### src/tra_pkg.sv
// Shared types, codes and constants for the tagged ring allocator.
// No dependencies; every other file refers to it by scoped names.
package tra_pkg;

	localparam int unsigned MAX_REGION_BYTES = 65536;
	localparam int unsigned POS_W            = 17;
	localparam int unsigned TAG_W            = 8;
	localparam int unsigned OFS_W            = 32;
	localparam int unsigned OVH_W            = 8;
	localparam int unsigned ADDR_W           = 16;
	localparam int unsigned MIN_REGION_BYTES = 16;
	localparam int unsigned HDR_BYTES        = 2;

	typedef enum logic [1:0] {
		CMD_ALLOC   = 2'd0,
		CMD_RECLAIM = 2'd1,
		CMD_BREAK   = 2'd2
	} cmd_t;

	typedef enum logic {
		CFG_REGION   = 1'b0,
		CFG_OVERHEAD = 1'b1
	} cfg_idx_t;

	typedef struct packed {
		logic [POS_W-1:0] region_bytes;
		logic [OVH_W-1:0] space_overhead;
	} cfg_t;

	typedef struct packed {
		logic [1:0]              cmd;
		logic [POS_W-1:0]        req_bytes;
		logic [TAG_W-1:0]        chunk_tag_in;
		logic signed [OFS_W-1:0] first_offset;
		logic signed [OFS_W-1:0] last_offset;
		logic                    report_offset;
		logic [POS_W-1:0]        reclaim_bytes;
	} item_t;

	typedef struct packed {
		logic                    ok;
		logic [ADDR_W-1:0]       data_offset;
		logic                    header_written;
		logic                    wrapped;
		logic [ADDR_W-1:0]       end_marker_offset;
		logic signed [OFS_W-1:0] prev_offset;
		logic [POS_W-1:0]        free_space;
	} result_t;

endpackage

### src/tra_cfg.sv
// Configuration register file of the tagged ring allocator.
// Depends on tra_pkg for the register index codes and the cfg_t struct.
module tra_cfg (
	input  logic                        clk,
	input  logic                        arst_n,
	input  logic                        wr_en,
	input  logic                        wr_index,
	input  logic [tra_pkg::POS_W-1:0]   wr_data,
	output tra_pkg::cfg_t               cfg
);

	tra_pkg::cfg_t cfg_q;

	// Take a register write beat
	always_ff @(posedge clk or negedge arst_n) begin
		if (!arst_n) begin
			cfg_q.region_bytes   <= tra_pkg::POS_W'(tra_pkg::MAX_REGION_BYTES);
			cfg_q.space_overhead <= tra_pkg::OVH_W'(4);
		end else if (wr_en) begin
			case (tra_pkg::cfg_idx_t'(wr_index))
				tra_pkg::CFG_REGION:   cfg_q.region_bytes   <= wr_data;
				tra_pkg::CFG_OVERHEAD: cfg_q.space_overhead <= wr_data[tra_pkg::OVH_W-1:0];
				default: ;
			endcase
		end
	end

	assign cfg = cfg_q;

endmodule

### src/tra_core.sv
// Allocator state and the combinational next-state and result logic.
// Depends on tra_pkg for item, result and configuration types.
module tra_core (
	input  logic              clk,
	input  logic              arst_n,
	input  logic              step,
	input  tra_pkg::item_t    item,
	input  tra_pkg::cfg_t     cfg,
	output tra_pkg::result_t  res
);

	localparam int unsigned PW = tra_pkg::POS_W;

	logic [PW-1:0]                    alloc_pos_q, reclaim_pos_q, wrap_limit_q;
	logic [tra_pkg::TAG_W-1:0]        open_tag_q;
	logic signed [tra_pkg::OFS_W-1:0] open_ofs_q;
	logic                             chunk_open_q;

	logic [PW-1:0]                    alloc_pos_d, reclaim_pos_d, wrap_limit_d;
	logic [tra_pkg::TAG_W-1:0]        open_tag_d;
	logic signed [tra_pkg::OFS_W-1:0] open_ofs_d;
	logic                             chunk_open_d;

	logic [PW-1:0]  region_eff;
	logic           need_hdr;
	logic [PW:0]    size_a, size_w, after, rec_sum;
	logic           blocked;
	logic           fits;
	logic signed [PW+1:0] room, space;

	// Clamp the region size into its legal range
	always_comb begin
		region_eff = cfg.region_bytes;
		if (cfg.region_bytes < PW'(tra_pkg::MIN_REGION_BYTES))
			region_eff = PW'(tra_pkg::MIN_REGION_BYTES);
		else if (cfg.region_bytes > PW'(tra_pkg::MAX_REGION_BYTES))
			region_eff = PW'(tra_pkg::MAX_REGION_BYTES);
	end

	// Header decision and placement arithmetic
	always_comb begin
		need_hdr = (open_tag_q != item.chunk_tag_in) || (open_ofs_q > item.first_offset)
			|| !chunk_open_q;
		size_a = {1'b0, item.req_bytes} + (need_hdr ? (PW+1)'(tra_pkg::HDR_BYTES) : '0);
		after  = {1'b0, alloc_pos_q} + size_a;
		// a wrapped allocation always carries a header
		size_w = need_hdr ? size_a : size_a + (PW+1)'(tra_pkg::HDR_BYTES);
		blocked = (wrap_limit_q != '0) && ((reclaim_pos_q == alloc_pos_q)
			|| ((reclaim_pos_q > alloc_pos_q) && ({1'b0, reclaim_pos_q} < after)));
		fits    = after < {1'b0, region_eff};
		rec_sum = {1'b0, reclaim_pos_q} + {1'b0, item.reclaim_bytes};
	end

	// Next state and result fields
	always_comb begin
		alloc_pos_d   = alloc_pos_q;
		reclaim_pos_d = reclaim_pos_q;
		wrap_limit_d  = wrap_limit_q;
		open_tag_d    = open_tag_q;
		open_ofs_d    = open_ofs_q;
		chunk_open_d  = chunk_open_q;
		res           = '0;
		case (tra_pkg::cmd_t'(item.cmd))
			tra_pkg::CMD_ALLOC: begin
				if (!blocked && fits) begin
					res.ok          = 1'b1;
					res.data_offset = alloc_pos_q[tra_pkg::ADDR_W-1:0];
					if (need_hdr) begin
						open_tag_d         = item.chunk_tag_in;
						open_ofs_d         = '0;
						chunk_open_d       = 1'b1;
						res.header_written = 1'b1;
						res.data_offset    = alloc_pos_q[tra_pkg::ADDR_W-1:0]
							+ tra_pkg::ADDR_W'(tra_pkg::HDR_BYTES);
					end
					alloc_pos_d = after[PW-1:0];
				end else if (!blocked && ({1'b0, reclaim_pos_q} >= size_w)) begin
					res.ok                = 1'b1;
					res.wrapped           = 1'b1;
					res.header_written    = 1'b1;
					res.end_marker_offset = alloc_pos_q[tra_pkg::ADDR_W-1:0];
					res.data_offset       = tra_pkg::ADDR_W'(tra_pkg::HDR_BYTES);
					wrap_limit_d          = alloc_pos_q;
					open_tag_d            = item.chunk_tag_in;
					open_ofs_d            = '0;
					chunk_open_d          = 1'b1;
					alloc_pos_d           = size_w[PW-1:0];
				end
				if (res.ok && item.report_offset) begin
					res.prev_offset = open_ofs_d;
					open_ofs_d      = item.last_offset;
				end
			end
			tra_pkg::CMD_RECLAIM: begin
				if (wrap_limit_q != '0) begin
					if (rec_sum >= {1'b0, wrap_limit_q}) begin
						reclaim_pos_d = '0;
						wrap_limit_d  = '0;
					end else begin
						reclaim_pos_d = rec_sum[PW-1:0];
					end
				end else begin
					reclaim_pos_d = (rec_sum > {1'b0, alloc_pos_q}) ? alloc_pos_q
						: rec_sum[PW-1:0];
				end
			end
			tra_pkg::CMD_BREAK: chunk_open_d = 1'b0;
			default: ;
		endcase

		// Free space estimate from the updated positions, floored at zero
		if (wrap_limit_d != '0)
			room = $signed({2'b00, reclaim_pos_d}) - $signed({2'b00, alloc_pos_d});
		else begin
			room = $signed({2'b00, region_eff}) - $signed({2'b00, alloc_pos_d})
				- (PW+2)'(1);
			if (room < $signed({2'b00, reclaim_pos_d}))
				room = $signed({2'b00, reclaim_pos_d});
		end
		space = room - $signed({(PW+2-tra_pkg::OVH_W)'(0), cfg.space_overhead});
		res.free_space = space[PW+1] ? '0 : space[PW-1:0];
	end

	// Commit state on each step
	always_ff @(posedge clk or negedge arst_n) begin
		if (!arst_n) begin
			alloc_pos_q   <= '0;
			reclaim_pos_q <= '0;
			wrap_limit_q  <= '0;
			open_tag_q    <= '0;
			open_ofs_q    <= '0;
			chunk_open_q  <= 1'b0;
		end else if (step) begin
			alloc_pos_q   <= alloc_pos_d;
			reclaim_pos_q <= reclaim_pos_d;
			wrap_limit_q  <= wrap_limit_d;
			open_tag_q    <= open_tag_d;
			open_ofs_q    <= open_ofs_d;
			chunk_open_q  <= chunk_open_d;
		end
	end

endmodule

### src/tagged_ring_allocator_top.sv
// Tagged ring allocator: bump allocation over a circular byte region with
// an input register, combinational allocator logic and a result register.
// Depends on tra_pkg, tra_cfg and tra_core.
//
// One item is accepted every clock cycle while in_stall is low. Its result
// passes the input register, then the result register, before it is offered.
// The rate is set by the allocator state update in tra_core, which reads and
// writes the ring positions for each item it takes. While the result register
// holds a stalled beat the input register still takes one more item.
// Configuration writes are always ready and should be issued only while the
// allocator is idle.
module tagged_ring_allocator_top (
	input  logic                               clk,
	input  logic                               arst_n,
	// configuration write channel
	input  logic                               cfg_valid,
	output logic                               cfg_ready,
	input  logic                               cfg_index,
	input  logic [tra_pkg::POS_W-1:0]          cfg_data,
	// item channel
	input  logic                               in_valid,
	output logic                               in_stall,
	input  logic [1:0]                         cmd,
	input  logic [tra_pkg::POS_W-1:0]          req_bytes,
	input  logic [tra_pkg::TAG_W-1:0]          chunk_tag_in,
	input  logic signed [tra_pkg::OFS_W-1:0]   first_offset,
	input  logic signed [tra_pkg::OFS_W-1:0]   last_offset,
	input  logic                               report_offset,
	input  logic [tra_pkg::POS_W-1:0]          reclaim_bytes,
	// result channel
	output logic                               out_valid,
	input  logic                               out_stall,
	output logic                               ok,
	output logic [tra_pkg::ADDR_W-1:0]         data_offset,
	output logic                               header_written,
	output logic                               wrapped,
	output logic [tra_pkg::ADDR_W-1:0]         end_marker_offset,
	output logic signed [tra_pkg::OFS_W-1:0]   prev_offset,
	output logic [tra_pkg::POS_W-1:0]          free_space
);

	tra_pkg::cfg_t    cfg;
	tra_pkg::item_t   item_s1;
	tra_pkg::result_t res_c;
	tra_pkg::result_t res_s2;
	logic             valid_s1, valid_s2;
	logic             advance, take;

	assign cfg_ready = 1'b1;

	tra_cfg u_cfg (
		.clk      (clk),
		.arst_n   (arst_n),
		.wr_en    (cfg_valid && cfg_ready),
		.wr_index (cfg_index),
		.wr_data  (cfg_data),
		.cfg      (cfg)
	);

	// Move a beat from the input register when the result register frees up
	assign advance  = valid_s1 && (!valid_s2 || !out_stall);
	assign in_stall = valid_s1 && !advance;
	assign take     = in_valid && !in_stall;

	// Input register
	always_ff @(posedge clk or negedge arst_n) begin
		if (!arst_n)
			valid_s1 <= 1'b0;
		else if (take || advance)
			valid_s1 <= take;
	end

	always_ff @(posedge clk) begin
		if (take) begin
			item_s1.cmd           <= cmd;
			item_s1.req_bytes     <= req_bytes;
			item_s1.chunk_tag_in  <= chunk_tag_in;
			item_s1.first_offset  <= first_offset;
			item_s1.last_offset   <= last_offset;
			item_s1.report_offset <= report_offset;
			item_s1.reclaim_bytes <= reclaim_bytes;
		end
	end

	tra_core u_core (
		.clk    (clk),
		.arst_n (arst_n),
		.step   (advance),
		.item   (item_s1),
		.cfg    (cfg),
		.res    (res_c)
	);

	// Result register: hold while stalled
	always_ff @(posedge clk or negedge arst_n) begin
		if (!arst_n)
			valid_s2 <= 1'b0;
		else if (!valid_s2 || !out_stall)
			valid_s2 <= advance;
	end

	always_ff @(posedge clk) begin
		if (advance)
			res_s2 <= res_c;
	end

	assign out_valid         = valid_s2;
	assign ok                = res_s2.ok;
	assign data_offset       = res_s2.data_offset;
	assign header_written    = res_s2.header_written;
	assign wrapped           = res_s2.wrapped;
	assign end_marker_offset = res_s2.end_marker_offset;
	assign prev_offset       = res_s2.prev_offset;
	assign free_space        = res_s2.free_space;

endmodule

### config.mk
export PLATFORM = sky130hd
export DESIGN_NAME = tagged_ring_allocator_top
export DESIGN_NICKNAME = d
export VERILOG_FILES = /design/src/tra_pkg.sv /design/src/tra_cfg.sv /design/src/tra_core.sv /design/src/tagged_ring_allocator_top.sv
export SDC_FILE = /design/constraint.sdc
export NUM_CORES = 1
export LEC_CHECK = 0
export BUFFER_PORTS_ARGS = -buffer_cell sky130_fd_sc_hd__buf_2
export CAP_MARGIN = 40
export CORE_MARGIN = 2
export CORE_UTILIZATION = 55
export DETAILED_ROUTE_END_ITERATION = 8
export PLACE_DENSITY = 0.75
export SLEW_MARGIN = 20
export SYNTH_ARGS = -nofsm -noshare
export SYNTH_HDL_FRONTEND = slang
export SYNTH_SLANG_ARGS = --single-unit
### constraint.sdc
create_clock -name clk -period 42.6 [get_ports clk]
set_input_delay 0 -clock clk [delete_from_list [all_inputs] [get_ports clk]]
set_output_delay 0 -clock clk [all_outputs]
set_load 0.005 [all_outputs]
==> results of run 1 <==
synthesized netlist by cell type, drive strengths merged, types with 15 or more instances:
master,number,share of area
nor3,49,0.013
a21o,37,0.013
a31oi,16,0.0048
and2,45,0.014
inv,155,0.028
o21a,34,0.012
mux2i,24,0.012
ha,227,0.14
nand3,47,0.012
nand2b,20,0.0064
a21oi,123,0.030
mux2,34,0.018
dfrtp,117,0.14
nand2,156,0.029
clkbuf,48,0.0087
edfxtp,193,0.28
nor2,150,0.028
xnor2,87,0.037
or3,15,0.0045
nor4,24,0.0072
nand4,30,0.0090
nor2b,23,0.0069
o21ai,119,0.029
xor2,40,0.017
a22o,49,0.021
metrics by stage:
stage / hold slack [ns] / std cells / setup WS, ns
global route: 0.0339 / 2963 / 22.98
CTS: 0.00504 / 2960 / 24.82
floorplan: -0.296 / 2067 / 26.87
detailed placement: 0.0843 / 2762 / 24.88
global placement: 0.0794 / 2754 / 25.18
finish: 0.0285 / 2965 / 24.53
area by class of cell:
| type | instances | area, sq um |
|---|---|---|
| tap | 511 | 639 |
| sequential | 312 | 8780 |
| timing repair buffer | 378 | 2660 |
| antenna | 3 | 7.51 |
| clock buffer | 49 | 991 |
| fill | 2839 | 12400 |
| inverter | 157 | 594 |
| multi-input combinational | 1536 | 11100 |
| clock inverter | 19 | 185 |
worst max-delay path: cells and delay by family (launching register included):
kind | cells | cell delay [ns]
and+or+nand+nor | 22 | 5.63
buffers and inverters | 4 | 0.44
adders and majority gates | 11 | 3.51
xor gates and xnor gates | 5 | 1.21
DFF | 1 | 0.40
AOI/OAI and AO/OA | 28 | 6.27
muxes | 1 | 0.30
cell families (layout without fill, tap and decap cells):
group,count (synthesis),count (layout)
flops,312,312
simple gates,603,603
xor+xnor,127,127
fa+ha+maj,233,233
compound gates,514,514
mux,58,58
other cells,1,4
buf+inv,219,603
metal layers:
layer  up-vias  track usage  share of wire
met5         -            0        0.00023
li1       8322            -              -
met3       197       0.0766          0.082
met1      8460        0.418           0.40
met4         2        0.175          0.051
met2       877        0.562           0.47
registers in the layout, indices dropped and copies added (netlist names):
register              count
ok                        1
item_s1                 109
out_valid                 1
u_core.open_ofs_q        32
data_offset              16
header_written            1
end_marker_offset        16
u_cfg.cfg                25
valid_s1                  1
u_core.chunk_open_q       1
prev_offset              32
u_core.reclaim_pos_q     17
u_core.wrap_limit_q      17
u_core.alloc_pos_q       17
free_space               17
u_core.open_tag_q         8
wrapped                   1
worst max path at each step:
stage | from | to | slack (ns) | depth (start not counted)
after floorplan | u_core.open_ofs_q[17] | free_space[8] | 26.87 | 75
after global placement | u_core.open_ofs_q[31] | free_space[15] | 25.18 | 70
after detailed placement | u_core.open_ofs_q[31] | free_space[15] | 24.88 | 71
after CTS | u_core.open_ofs_q[31] | free_space[15] | 24.82 | 71
after global routing | u_core.open_ofs_q[31] | free_space[15] | 22.98 | 71
final | u_core.open_ofs_q[31] | free_space[15] | 24.53 | 71
==> impl_metrics.tcl, run 1 <==
set metrics [dict create \
    cpMostUsedCell "ha_1" \
    hold_violations 0 \
    yosys_warnings 0 \
    max_slew_margin 0.371 \
    cp_data_arrival_time_ns 18.35 \
    postCtsHoldBufs 130 \
    maxCapViolations 0 \
    grt_overflow 0 \
    cts.repair.resized 0 \
    whs_path_depth 4 \
    synthXorXnorAreaFrac 0.0540 \
    nets 2786 \
    rsz0062_at_grt "false" \
    die_w_um 198 \
    clk_latency_ns 0.57 \
    most-common-layout-cells "ha_1, buf_2, edfxtp_1" \
    gp_congestion 0.967 \
    layout_commonest_cell "ha_1" \
    drt_iter0_markers 1331 \
    worst_pin_slew_ns 0.944 \
    cts_htree_levels 2 \
    end_kind "flop" \
    design_area_sq_mm 0.0250 \
    setup_tns_ns 0 \
    muxShareOfSynthArea 0.0306 \
    grt_util_all_layers 0.340 \
    grt_pass1_vias 17700 \
    regToRegEndpoint "free_space[15]" \
    status "finished clean" \
    netlist_area_sq_mm 0.0208 \
    cts_buffer_depth 3 \
    synth-adder-area-share 0.142 \
    reg2reg_depth 71 \
    critPathRequiredTime_ns 42.88 \
    cts_tree "yes" \
    route.detailed.drc 0 \
    synth-edff-count 193 \
    hold_class "in2reg" \
    routed-via-count 17900 \
    ant_nets 0 \
    async_reset_ff_frac 0.381 \
    r2r-start "u_core.open_ofs_q[31]" \
    die_area_sq_mm 0.0393 \
    drv_slew 0 \
    synth_top_family_by_area "compound AO/OA/AOI/OAI gates" \
    port_buffers 217 \
    wl_per_cell_um 22.4 \
    num_rows 71 \
    grt_max_degree 73 \
    yosysSeqAreaShare 0.423 \
    setup_viol 0 \
    hold-path-endpoint "u_cfg.cfg[23]" \
    critPathMaxStageDelay_ns 0.62 \
    start_util 0.555 \
    post_cts_buffers 0 \
    criticalPathCategory "reg2reg" \
    drt_wl_total_mm 66.5 \
    postSynthAreaPerCell_sq_um 10.0 \
    dp_hpwl_mm 47.1 \
    synthesis.nets 2431 \
    synthSimpleGateAreaFrac 0.145 \
    startpoint_type "flop" \
    drt-vias-per-instance 6.02 \
    cts-root-buf "clkbuf_16" \
    area_growth_syn_to_layout_pct 20.5 \
    final_core_util 0.668 \
    fmax_mhz 55.3 \
    die_y_um 198 \
    cp_max_fo 17 \
    core-area_sq_mm 0.0374 \
    ios 219 \
    reg2reg_setup_slack_ns 24.53 \
    skew_ns 0.0288 \
    fin_crit_sh 0.424 \
    grt_pass1_wl_mm 100 \
    clk_pin_slew_ns 0.06 \
    clkSinkCount 312 \
    synthCells 2067 \
    post-route-min-period_ns 18.07 \
    hp-start "cfg_index" \
    synth_compound_area_frac 0.165 \
    place_area_sq_mm 0.0225 \
    yosys.cell_types.count 93 \
    synth_flop_cell "edfxtp_1" \
    drive_above_1_share 0.152 \
    synth_seq_cells 312 \
    dr.pass1.iters 6 \
    cp_slowest_cell "a2111oi_0" \
    cts_buffers 37 \
    grt_antenna_before_repair 2 \
]
Power of run 1 is not shown: default switching activity piles up to over one toggle a cycle in this logic, so the estimate is an artifact.
==> inputs of run 2 (changes only) <==
--- a/config.mk
+++ b/config.mk
@@ -5,12 +5,13 @@
 export SDC_FILE = /design/constraint.sdc
 export NUM_CORES = 1
 export LEC_CHECK = 0
+export ABC_AREA = 1
 export BUFFER_PORTS_ARGS = -buffer_cell sky130_fd_sc_hd__buf_2
 export CAP_MARGIN = 40
 export CORE_MARGIN = 2
 export CORE_UTILIZATION = 55
 export DETAILED_ROUTE_END_ITERATION = 8
-export PLACE_DENSITY = 0.75
+export PLACE_DENSITY = 0.78
 export SLEW_MARGIN = 20
 export SYNTH_ARGS = -nofsm -noshare
 export SYNTH_HDL_FRONTEND = slang
==> constraint.sdc (replaced) <==
create_clock -name clk -period 14.5 [get_ports clk]
set_input_delay 0 -clock clk [delete_from_list [all_inputs] [get_ports clk]]
set_output_delay 0 -clock clk [all_outputs]
set_load 0.005 [all_outputs]
==> impl_metrics.tcl, run 2 <==
set metrics [dict create \
    nets 3456 \
    cts-root-buf "clkbuf_16" \
    synth_top_area_cell "edfxtp_1" \
    yosys.cell_types.count 61 \
    clk_pin_slew_ns 0.06 \
    highest-signal-layer "met5" \
    max_slew_margin 0.444 \
    yosys-top-cells-count "nand2_1, inv_1, ha_1, nor2_1, o21ai_0" \
    cpMostUsedCell "nor2_1" \
    critPathRequiredTime_ns 14.81 \
    status "finished clean" \
    synth-edff-count 193 \
    gp_congestion 1.00 \
    cp_data_arrival_time_ns 13.73 \
    grt_overflow 0 \
    synth_seq_cells 312 \
    dr.pass1.iters 6 \
    core-area_sq_mm 0.0395 \
    wl_per_cell_um 20.8 \
    die_area_sq_mm 0.0415 \
    yosys_warnings 0 \
    drt-vias-per-instance 5.72 \
    drv_slew 0 \
    async_reset_ff_frac 0.381 \
    drt_wl_total_mm 76.0 \
    grt_antenna_before_repair 6 \
    port_buffers 217 \
    grt_max_degree 70 \
    wl_met3_mm 6.17 \
    cts_htree_levels 2 \
    setup_tns_ns 0 \
    fmax_mhz 74.5 \
    maxCapViolations 0 \
    grt_pass1_vias 20300 \
    cts_tree "yes" \
    synth_top_area_share 0.264 \
    startpoint_type "flop" \
    most-common-layout-cells "nand2_1, inv_1, ha_1" \
    synthesis.nets 3071 \
    cts_buffers 35 \
    hold_violations 0 \
    clk_latency_ns 0.58 \
    largest_reg_flops 109 \
    netlist_area_sq_mm 0.0219 \
    regMostFlops "item_s1" \
    met1_length_mm 29.2 \
    layout_commonest_cell "nand2_1" \
    nFillCells 3129 \
    num_rows 73 \
    end_kind "flop" \
    fin_crit_sh 0.925 \
    wl_met2_mm 36.7 \
    yosysSeqAreaShare 0.400 \
    cts_buffer_depth 3 \
    drive_above_1_share 0.140 \
    critPathMaxStageDelay_ns 0.47 \
    criticalPathCategory "reg2reg" \
    cp_slowest_cell "o221ai_1" \
    rsz0062_at_grt "false" \
    worst_pin_slew_ns 0.826 \
    post-route-min-period_ns 13.41 \
    skew_ns 0.0345 \
    setup_viol 0 \
    start_util 0.555 \
    ant_nets 0 \
    dp_hpwl_mm 54.8 \
    synthTopCellsByArea "edfxtp_1, dfrtp_1, ha_1, nand2_1, inv_1" \
    synth_flop_cell "edfxtp_1" \
    clkSinkCount 312 \
    cp_max_fo 17 \
    routed-via-count 20900 \
    reg2reg_setup_slack_ns 1.09 \
    synth.most_common_cell "nand2_1" \
    drt_iter0_markers 1771 \
    area_growth_syn_to_layout_pct 21.5 \
    synthCells 2707 \
    grt_util_all_layers 0.363 \
    grt_pass1_wl_mm 114 \
    ios 219 \
    route.detailed.drc 0 \
    postSynthAreaPerCell_sq_um 8.10 \
    hold_class "in2reg" \
    die_w_um 204 \
    die_y_um 204 \
]
## run 2: cell types whose count changed after synthesis, moves of 27 or more
| cell | before | now |
|---|---|---|
| o21a_1 | 34 | 7 |
| a21oi_1 | 123 | 184 |
| a22o_1 | 49 | 0 |
| nand3_1 | 46 | 99 |
| and2_1 | 42 | 1 |
| xor2_1 | 39 | 69 |
| nand2_1 | 154 | 644 |
| nor2_1 | 147 | 210 |
| mux2_2 | 34 | 6 |
| inv_1 | 154 | 381 |
| xnor2_1 | 87 | 21 |
| o21ai_0 | 114 | 205 |
## run 2: layout make-up
class	instances	area, sq um	area share
Multi-Input combinational cell	1944	11500	0.432
Sequential cell	312	8780	0.329
Timing Repair Buffer	410	2970	0.111
Inverter	389	1470	0.0550
Clock buffer	42	963	0.0361
Tap cell	525	657	0.0246
Clock inverter	22	300	0.0113
Antenna cell	5	12.5	0.000469
## run 2: worst paths after layout
kind / end / depth (start not counted) / startpoint
setup / recovery: free_space[5] / 77 / u_core.open_ofs_q[23]
hold / removal: item_s1[7] / 2 / reclaim_bytes[7]
setup reg to reg: free_space[5] / 77 / u_core.open_ofs_q[23]
hold reg to reg: u_core.open_ofs_q[18] / 2 / item_s1[36]
max in group asynchronous: u_cfg.cfg[5] / 5 / arst_n
min in group asynchronous: u_core.open_ofs_q[14] / 4 / arst_n
## run 2: through the flow
step	util	instances	hold WS, ns	setup slack, ns	instance area, sq um
6_report	0.674	3649	0.126	1.09	26700
3_3_place_gp	0.599	3426	0.00216	0.445	23700
2_1_floorplan	-	2707	-0.296	2.20	21900
5_1_grt	0.674	3648	0.132	0.00355	26700
3_5_place_dp	0.601	3431	0.000191	0.206	23800
4_1_cts	0.668	3632	0.00699	0.0940	26400
## run 2: timing repair
item                                    CTS  global route
hold endpoints to repair                185             2
buffers inserted                          0             9
gates resized for setup                   0            28
hold buffers                            137             1
endpoints found under the setup margin    0            17
## run 2: cells by family (layout without fill, tap and decap cells)
family,Yosys count,in the layout,share of synthesized area
AO/OA/AOI/OAI,487,487,0.123
XOR/XNOR,91,91,0.0367
adder cells (fa/ha/maj),232,232,0.134
buffers and inverters,451,863,0.0798
flip-flops,312,312,0.400
multiplexers,8,8,0.00399
other,1,6,0.000171
AND/OR/NAND/NOR,1125,1125,0.222
## run 2: critical path, delay by kind of cell, from the launching register on
| kind | cells | cell delay [ns] |
|---|---|---|
| DFF | 1 | 0.44 |
| AOI/OAI and AO/OA | 17 | 3.32 |
| buffers and inverters | 12 | 1.19 |
| adders and majority gates | 9 | 2.91 |
| and+or+nand+nor | 36 | 4.64 |
| xor gates and xnor gates | 3 | 0.64 |
## run 2: metal layers
layer,GRT usage,vias to the layer above
li1,-,9811
met1,0.444,9827
met2,0.618,1022
met3,0.0633,218
met4,0.181,2
met5,0,-
Power of run 2 is left out for the same reason.
==> inputs of run 3 (changes only) <==
--- a/config.mk
+++ b/config.mk
@@ -12,6 +12,7 @@
 export CORE_UTILIZATION = 55
 export DETAILED_ROUTE_END_ITERATION = 8
 export PLACE_DENSITY = 0.78
+export REMOVE_ABC_BUFFERS = 1
 export SLEW_MARGIN = 20
 export SYNTH_ARGS = -nofsm -noshare
 export SYNTH_HDL_FRONTEND = slang
==> impl_metrics.tcl, run 3 (synthesis results as in run 2) <==
set metrics [dict create \
    status "finished clean" \
    criticalPathCategory "reg2reg" \
    cts_tree "yes" \
    reg2reg_setup_slack_ns 1.21 \
    dr.pass1.iters 7 \
    cts-root-buf "clkbuf_16" \
    wl_met3_mm 6.50 \
    layout_commonest_cell "nand2_1" \
    clkSinkCount 312 \
    drt_iter0_markers 1928 \
    grt_max_degree 64 \
    drt-vias-per-instance 5.74 \
    core-area_sq_mm 0.0395 \
    drive_above_1_share 0.132 \
    routed-via-count 20800 \
    grt_antenna_before_repair 1 \
    highest-signal-layer "met4" \
    cp_data_arrival_time_ns 13.62 \
    hp-start "cfg_valid" \
    start_util 0.555 \
    post-route-min-period_ns 13.29 \
    most-common-layout-cells "nand2_1, inv_1, ha_1" \
    die_area_sq_mm 0.0415 \
    setup_viol 0 \
    cp-endpoint "free_space[3]" \
    cp_max_fo 17 \
    route.detailed.drc 0 \
    ios 219 \
    regToRegEndpoint "free_space[3]" \
    rsz0062_at_grt "false" \
    skew_ns 0.0588 \
    gp_congestion 1.02 \
    startpoint_type "flop" \
    drt_wl_total_mm 74.4 \
    cts_htree_levels 2 \
    cts_buffer_depth 3 \
    ant_nets 0 \
    startpoint "u_core.open_ofs_q[15]" \
    maxCapViolations 0 \
    port_buffers 217 \
    critPathMaxStageDelay_ns 0.51 \
    max_slew_margin 0.381 \
    clk_latency_ns 0.60 \
    area_growth_syn_to_layout_pct 20.8 \
    largest_reg_flops 109 \
    cts_buffers 36 \
    die_y_um 204 \
    worst_pin_slew_ns 0.926 \
    grt_overflow 0 \
    regMostFlops "item_s1" \
    dp_hpwl_mm 53.5 \
    wl_met2_mm 35.6 \
    reg2reg_depth 74 \
    r2r-start "u_core.open_ofs_q[15]" \
    end_kind "flop" \
    setup_tns_ns 0 \
    die_w_um 204 \
    grt_pass1_wl_mm 114 \
    wl_per_cell_um 20.5 \
    hold_class "in2reg" \
    clk_pin_slew_ns 0.06 \
    critPathRequiredTime_ns 14.83 \
    met1_length_mm 28.5 \
    grt_pass1_vias 20800 \
    drv_slew 0 \
    num_rows 73 \
    antennaDiodeCount 0 \
    fmax_mhz 75.3 \
    grt_util_all_layers 0.358 \
    hold_violations 0 \
    cp_slowest_cell "o221ai_1" \
    fin_crit_sh 0.916 \
    nets 3445 \
]
-- run 3: repair_timing --
| item | 4_1_cts | 5_1_grt |
|---|---|---|
| setup buffers | 0 | 2 |
| endpoints found under the setup margin | 0 | 17 |
| hold buffers | 139 | 1 |
| endpoints found under the hold margin | 189 | 10 |
| resized for setup | 0 | 22 |
-- run 3: layer usage --
metal	vias up	global-route usage
met5	-	0
met4	0	0.167
met3	237	0.0730
met2	1052	0.609
met1	9780	0.438
li1	9776	-
-- run 3: worst min path at each step --
stage | depth (start not counted) | slack (ns) | to
global placement | 1 | 0.12 | u_cfg.cfg[1]
detailed placement | 1 | 0.13 | u_cfg.cfg[1]
CTS | 2 | 0.05 | u_cfg.cfg[1]
finish | 4 | 0.02 | u_cfg.cfg[9]
floorplan | 0 | -0.30 | out_valid
global route | 4 | 0.05 | u_cfg.cfg[13]
-- run 3: final cells by class --
type                            instances  area (sq um)
Clock buffer                           44           951
Fill cell                            3071         13000
Multi-Input combinational cell       1944         11500
Sequential cell                       312          8780
Tap cell                              525           657
Clock inverter                         21           277
Timing Repair Buffer                  398          2880
Inverter                              389          1470
-- run 3: through the flow --
stage                     area [sq um]  hold slack (ns)  cells   util  worst slack (ns)
after global placement           23600            0.116   3417  0.597             0.695
after detailed placement         23700            0.133   3424  0.600             0.458
after global routing             26500           0.0543   3633  0.670            0.0328
final                            26500           0.0181   3633  0.670              1.21
after CTS                        26400           0.0538   3628  0.666             0.329
after floorplan                  21600           -0.296   2645      -              2.38
-- run 3: critical path, delay by kind of cell (launching register included) --
family / cells / cell delay (ns)
AO/OA/AOI/OAI: 17 / 3.45
XOR/XNOR: 3 / 0.73
adder cells (fa/ha/maj): 8 / 2.73
buffers and inverters: 10 / 0.96
flip-flops: 1 / 0.41
AND/OR/NAND/NOR: 36 / 4.69
Power of run 3 is left out for the same reason.
